`config.mk`:
```
export PLATFORM = sky130hd
export DESIGN_NAME = rrq_ctrl
export DESIGN_NICKNAME = d
export VERILOG_FILES = /design/src/hw/rtl/rrq_pkg.sv /design/src/hw/rtl/rrq_ctrl.sv
export SDC_FILE = /design/constraint.sdc
export NUM_CORES = 1
export LEC_CHECK = 0
export ABC_CLOCK_PERIOD_IN_PS = 1500
export BUFFER_PORTS_ARGS = -buffer_cell sky130_fd_sc_hd__buf_2
export CAP_MARGIN = 20
export CORE_AREA = 2 2 39 41
export CTS_CLUSTER_DIAMETER = 100
export DETAILED_ROUTE_END_ITERATION = 8
export DIE_AREA = 0 0 41 43
export PLACE_DENSITY = 0.74
export REMOVE_ABC_BUFFERS = 1
export SLEW_MARGIN = 20
export SYNTH_ARGS = -nofsm -noshare
export SYNTH_HDL_FRONTEND = slang
export SYNTH_SLANG_ARGS = --single-unit
```
`constraint.sdc`:
```
create_clock -name clk -period 1.5 [get_ports clk]
set_input_delay 0 -clock clk [delete_from_list [all_inputs] [get_ports clk]]
set_output_delay 0 -clock clk [all_outputs]
set_load 0.02 [all_outputs]
```
`src/hw/rtl/rrq_pkg.sv`:
```
`timescale 1ns / 1ps
// ----------------------------------------------------------------------------
// rrq_pkg
// Shared types and codes of the record ring queue: opcodes, status codes,
// field widths and the command and status groups between controller and
// datapath.
// ----------------------------------------------------------------------------
package rrq_pkg;

  localparam int OP_W     = 3;
  localparam int NAME_W   = 64;
  localparam int YEAR_W   = 16;
  localparam int STATUS_W = 2;
  localparam int COUNT_W  = 6;

  localparam logic [OP_W-1:0] OP_PUSH   = 3'd0;
  localparam logic [OP_W-1:0] OP_POP    = 3'd1;
  localparam logic [OP_W-1:0] OP_SEARCH = 3'd2;
  localparam logic [OP_W-1:0] OP_LIST   = 3'd3;
  localparam logic [OP_W-1:0] OP_COUNT  = 3'd4;
  localparam logic [OP_W-1:0] OP_CLEAR  = 3'd5;

  localparam logic [STATUS_W-1:0] ST_OK        = 2'd0;
  localparam logic [STATUS_W-1:0] ST_FULL      = 2'd1;
  localparam logic [STATUS_W-1:0] ST_EMPTY     = 2'd2;
  localparam logic [STATUS_W-1:0] ST_NOT_FOUND = 2'd3;

  // controller -> datapath
  typedef struct packed {
    logic                latch;     // capture the input word
    logic                wr_push;   // write record at tail, advance tail
    logic                head_adv;  // advance head
    logic                clear;     // both pointers to zero
    logic                ptr_load;  // walk pointer from head
    logic                ptr_step;  // walk pointer to next entry
    logic                rd_ptr;    // read at walk pointer instead of head
    logic                emit;      // load the output register
    logic                emit_rec;  // result carries the record read
    logic [STATUS_W-1:0] emit_st;
    logic                emit_last;
  } ctrl_cmd_t;

  // datapath -> controller
  typedef struct packed {
    logic [OP_W-1:0] op;
    logic            empty;
    logic            full;
    logic            match;
    logic            ptr_last;
    logic            out_free;
  } dp_sts_t;

endpackage

```
`src/hw/rtl/rrq_ctrl.sv`:
```
`timescale 1ns / 1ps
// ----------------------------------------------------------------------------
// rrq_ctrl
// Operation sequencer: takes one word, runs push, pop, walk or housekeeping
// and schedules each result into the output register.
// ----------------------------------------------------------------------------
module rrq_ctrl import rrq_pkg::*; (
  input  logic       clk,
  input  logic       rst,
  input  logic       in_valid,
  output logic       in_ready,
  input  dp_sts_t    sts,
  output ctrl_cmd_t  cmd
);

  typedef enum logic [3:0] {
    S_IDLE = 4'b0001,
    S_EXEC = 4'b0010,
    S_POP  = 4'b0100,
    S_WALK = 4'b1000
  } state_t;

  state_t state, state_next;

  always_ff @(posedge clk) begin
    if (rst) begin
      state <= S_IDLE;
    end else begin
      state <= state_next;
    end
  end

  always_comb begin
    state_next    = state;
    in_ready      = 1'b0;
    cmd           = '0;
    cmd.emit_st   = ST_OK;
    cmd.emit_last = 1'b1;
    case (state)
      S_IDLE: begin
        in_ready = 1'b1;
        if (in_valid) begin
          cmd.latch  = 1'b1;
          state_next = S_EXEC;
        end
      end
      S_EXEC: begin
        case (sts.op)
          OP_PUSH: begin
            if (sts.out_free) begin
              cmd.emit    = 1'b1;
              cmd.emit_st = sts.full ? ST_FULL : ST_OK;
              cmd.wr_push = !sts.full;
              state_next  = S_IDLE;
            end
          end
          OP_POP: begin
            if (!sts.empty) begin
              state_next = S_POP;
            end else if (sts.out_free) begin
              cmd.emit    = 1'b1;
              cmd.emit_st = ST_EMPTY;
              state_next  = S_IDLE;
            end
          end
          OP_SEARCH, OP_LIST: begin
            if (!sts.empty) begin
              cmd.ptr_load = 1'b1;
              state_next   = S_WALK;
            end else if (sts.out_free) begin
              cmd.emit    = 1'b1;
              cmd.emit_st = ST_EMPTY;
              state_next  = S_IDLE;
            end
          end
          OP_CLEAR: begin
            if (sts.out_free) begin
              cmd.emit   = 1'b1;
              cmd.clear  = 1'b1;
              state_next = S_IDLE;
            end
          end
          default: begin
            if (sts.out_free) begin
              cmd.emit   = 1'b1;
              state_next = S_IDLE;
            end
          end
        endcase
      end
      S_POP: begin
        if (sts.out_free) begin
          cmd.emit     = 1'b1;
          cmd.emit_rec = 1'b1;
          cmd.head_adv = 1'b1;
          state_next   = S_IDLE;
        end
      end
      S_WALK: begin
        cmd.rd_ptr = 1'b1;
        if (sts.op == OP_SEARCH) begin
          if (sts.match) begin
            if (sts.out_free) begin
              cmd.emit     = 1'b1;
              cmd.emit_rec = 1'b1;
              state_next   = S_IDLE;
            end
          end else if (sts.ptr_last) begin
            if (sts.out_free) begin
              cmd.emit    = 1'b1;
              cmd.emit_st = ST_NOT_FOUND;
              state_next  = S_IDLE;
            end
          end else begin
            cmd.ptr_step = 1'b1;
          end
        end else if (sts.out_free) begin
          // list: one result per entry, hold while the receiver stalls
          cmd.emit      = 1'b1;
          cmd.emit_rec  = 1'b1;
          cmd.emit_last = sts.ptr_last;
          if (sts.ptr_last) begin
            state_next = S_IDLE;
          end else begin
            cmd.ptr_step = 1'b1;
          end
        end
      end
      default: begin
        state_next = S_IDLE;
      end
    endcase
  end

endmodule

```
Word-level counts from Yosys, hierarchy flattened. Cells that the tools add are included. W data, S select, Z words.

Bits in registers: 4. RAM bits: 0. Output and inout port bits: 13. Bits of input ports: 11. Word-level logic and storage cells: 67. Memories: 0. Latch bits: 0. ROM bits: 0.

Reductions and logical operators: 5. Add/subtract/negate cells: 0. Shift operators: 0. $mul: 0. Muxes and demuxes: 49. Eq/ne operators: 12. Bitwise logic cells: 0. Div/mod/pow operators: 0. $lt $le $gt $ge: 0.

Operator list (number): $mux W4 (9); $mux W1 (25); $mux W2 (9); $pmux W4 S4 (1); $ne A3 B3 Y1 const B (3); $pmux W2 S2 (2); $pmux W4 S2 (1); $eq A3 B2 Y1 const B (2); $eq A4 B1 Y1 const B (1); $eq A4 B2 Y1 const B (1); $eq A4 B3 Y1 const B (1); $eq A4 B4 Y1 const B (1); $reduce_and A4 Y1 (1); $eq A3 B1 Y1 const B (1); $eq A3 B3 Y1 const B (1); $logic_not A3 Y1 (1); $pmux W1 S3 (1); $reduce_or A3 Y1 (1); $ne A2 B2 Y1 const B (1); $pmux W1 S2 (1); $reduce_or A2 Y1 (1); $logic_not A1 Y1 (1).

Logic depth before layout (Yosys ltp).
Depth in word-level cells: 5. Gate-level depth with buffers: 7. Mapped depth without buffers: 6.

Worst setup path before layout. OpenSTA, ideal clock, no wires.

Path kind: reg-to-reg. Start: register state[2]. End: register state[3]. Required time: 1.386 ns. Arrival time: 1.416 ns. Clock period less this slack: 1.530 ns. Buffers on the path: 1. Slack: -0.030 ns. Stages on the path, launching flop included: 6. Setup time: 0.114 ns. Path through: dfxtp_1 > buf_4 > nor4b_2 > nor2b_1 > nor3_1 > a21o_1.

Cells in the longest elaborated chain, start to end: 3. Elaborated cells on any way between the ends: 10. Those cells by class: eq/ne: 8; mux: 1; reduce/logical: 1.

Ends and longest elaborated chain: start, declared (RTL line rrq_ctrl.sv:23) `state_t state, state_next;`; start signal, assigned (RTL line rrq_ctrl.sv:29) `state <= state_next;`; $eq A4 B4 Y1 or $eq A4 B1 Y1 (tied branches) (RTL line rrq_ctrl.sv:39) `case (state)`; $ne A3 B3 Y1 (no line) or $ne A2 B2 Y1 (tied branches); $reduce_and A4 Y1 (no line).

Several ways; a longest one is shown, not always the timed one. A chain may end at the register's enable or synchronous reset.

==> metrics.csv <==
stage,metric,value,unit
status,status,"complete, but fails checks",
status,failing checks,setup timing,
placed_design,Cells after DPL,108,
power_and_ir_drop,PwrDens,444,mW/mm²
sta,Pins Over Slew Limit,0,
synth,distinct cell type count of the synthesized netlist,36,
clocking,Clock Pin Slew Worst Setup and Hold Paths,30,ps
placed_design,Post-DP Area,623,µm²
final_layout,largest registers,state: 4 flops,
die,# rows,14,
sta,worst slew pin tran,346,ps
final_layout,share of cells above drive strength 1,0.535,
final_layout,register area,88.8,µm²
synth,Synth Area per Inst,7.03,µm²
critical_path,buffer and inverter count on the worst path,1,
critical_path,peak fanout along the critical path,4,
final_layout,"Most flops, register",state,
placed_design,placer congestion estimate,0.773,
clocking,H-tree Lvls,1,
critical_path,cell family with the largest share of critical-path delay,simple AND/OR/NAND/NOR gates,
critical_path,Critical Path Most Common Cell,nor4b_4,
synth,"top cells by area, synth","dfxtp_1, nor2_1, nor4b_2",
synth,largest area contributor in the netlist,dfxtp_1,
sta,Final setup violation count,5,
detailed_routing,Initial DRC Count,19,
critical_path,Crit Path Category,reg2out,
detailed_routing,Top Metal Used,met4,
grt,gr usage total,0.172,
final_layout,"commonest cells after routing, fill and taps aside","buf_2, buf_4, nor2_1",
critical_path,CP Depth,5,
final_layout,"commonest non-fill, non-tap cell in the layout",buf_2,
detailed_routing,vias per inst,5.47,
synth,"Seq/Total Area, Yosys",0.168,
grt,largest net degree at the start of global routing,9,
clocking,CTS tree,built,
detailed_routing,drt first pass iters,4,
sta,Worst Skew,1.15,ps
die,Initial Utilization,0.345,
grt,vias in the first global route,521,
critical_path,Worst Path Required,1500,ps
die,total core area,0.00138,mm²
critical_path,max incr delay on CP,350,ps
critical_path,WP data arrival,1590,ps
detailed_routing,met2 wire len,786,µm
grt,first-pass GRT wire length,2130,µm
hold_path,min-delay src,rst,
die,chip width,41,µm
clocking,Clock Latency Late Sink,220,ps
final_layout,max reg flops,4,
final_layout,P&R area growth vs syn,65.2,%
die,die height,43,µm
detailed_routing,DRC Markers,0,
final_layout,Non-Filler Instances,115,
clocking,Num CTS Buffers,3,
final_layout,area of the multi-input gates,432,µm²
grt,global-route congestion overflow total,0,
critical_path,reg2reg start,state[0],
sta,Final min period,1590,ps
critical_path,CP Capture Type,output pin,
detailed_routing,via count,629,
synth,share of Yosys cell area claimed by the top area cell type,0.168,
critical_path,CP startpoint,state[3],
final_layout,Nets,112,
final_layout,n_diodes,0,
sta,final period utilization,1.06,
sta,fmax,0.629,GHz
run,Max Cap Viol,0,
detailed_routing,Routed Antenna Nets,0,
final_layout,Final Cell Area,790,µm²
detailed_routing,total length of routed wires,1490,µm
grt,initial antenna violation count,0,
hold_path,WHS Path Cells,3,
synth,Synth Warn #,0,
placed_design,PortBufs,23,
synth,Syn Inst Count,68,
clocking,maximum root-to-sink buffer count,2,
detailed_routing,mean routed wirelength per cell,13.0,µm
critical_path,Critical Path Slowest Stage Cell,dfxtp_4,
clocking,clock sink count,4,
detailed_routing,WL met1,633,µm
placed_design,half-perimeter wire length after detailed placement,1000,µm
synth,synthesized flop and latch total,4,
hold_path,Tightest Hold Check Type,in2reg,
final_layout,Fillers,119,
sta,Setup WS post-layout,-89.4,ps
sta,hold_ws,77.7,ps
critical_path,R2R depth,7,
die,I/O pins,24,
sta,"Hold Vio Cnt, Final",0,
synth,mapped cell area,478,µm²
power_and_ir_drop,maximum vdd drop,0.337,mV
die,full die area,0.00176,mm²
detailed_routing,met3 wire length,50,µm
critical_path,CP startpoint kind,flop,
critical_path,worst-path cell chain,nor4b_4 -> nand2_2 -> nor4b_4 -> a21o_1 -> buf_6,
sta,RSZ-0062 raised after global routing,yes,
sta,Slew HR,0.768,
power_and_ir_drop,Pwr Total,0.350,mW
power_and_ir_drop,P_leak,0.371,nW
clocking,clk root buf,clkbuf_4,
cell families (layout without fill, tap and decap cells):
logic type | after synthesis | in the layout | synth area share
AOI/OAI and AO/OA | 19 | 19 | 0.285
xor gates and xnor gates | 1 | 1 | 0.0183
buffers and inverters | 7 | 38 | 0.0811
DFF | 4 | 4 | 0.168
and+or+nand+nor | 37 | 37 | 0.448
metal layers:
metal / track usage / vias up
li1: - / 315
met1: 0.218 / 290
met2: 0.275 / 22
met3: 0.0157 / 2
met4: 0.0800 / 0
met5: 0 / -
power by group:
part / leakage (nW) / switching (mW) / internal [mW]
clock network: 0.0138 / 0.0362 / 0.0890
registers: 0.0339 / 0.00901 / 0.110
logic: 0.324 / 0.0617 / 0.0442
total: 0.371 / 0.107 / 0.243
worst min-delay path, cell delays in order:
cell     delay, ps
buf_2          100
a21oi_2         50
a21oi_1        110
synthesized netlist by cell type, drive strengths merged:
cell type,instances
nand3,2
or3b,1
nand2,7
nand3b,1
clkbuf,2
nor3,4
nor2,10
nor4b,3
buf,2
inv,3
o31ai,2
and3,1
o211ai,1
a22o,1
and2b,1
o211a,1
o311ai,1
a21o,3
xor2,1
a32oi,1
o21ai,2
a21oi,4
nor4,1
o21a,1
and2,1
o22ai,1
and4,1
nor2b,2
dfxtp,4
a31oi,1
and3b,1
nor3b,1
worst paths after layout:
check | to | slack (ps)
setup / recovery | cmd[2] | -90
hold / removal | state[0] | 80
setup reg to reg | state[0] | 80
hold reg to reg | state[0] | 730
cell type report:
cell class,count,share of cell area
clock buffers,3,0.0285
multi-input cells,57,0.547
repair buffers,32,0.273
inverters,3,0.0143
flip-flops and latches,4,0.113
well taps,16,0.0254
repair_timing:
item | in CTS | in global routing
gates cloned | 0 | 0
endpoints found under the hold margin | 0 | 0
buffers inserted | 3 | 1
setup endpoints to repair | 4 | 9
gates resized for setup | 15 | 15
hold buffers | 0 | 0
pin swaps | 4 | 3
metrics by stage:
stage / setup WS (ps) / setup TNS (ps) / utilization
finish: -89.4 / -165 / 0.571
global route: -134 / -474 / 0.571
CTS: -66.0 / -79.2 / 0.526
detailed placement: -9.39 / -9.39 / 0.450
global placement: 114 / 0 / 0.450
floorplan: 14.5 / 0 / -
(Power assumes the default switching activity.)
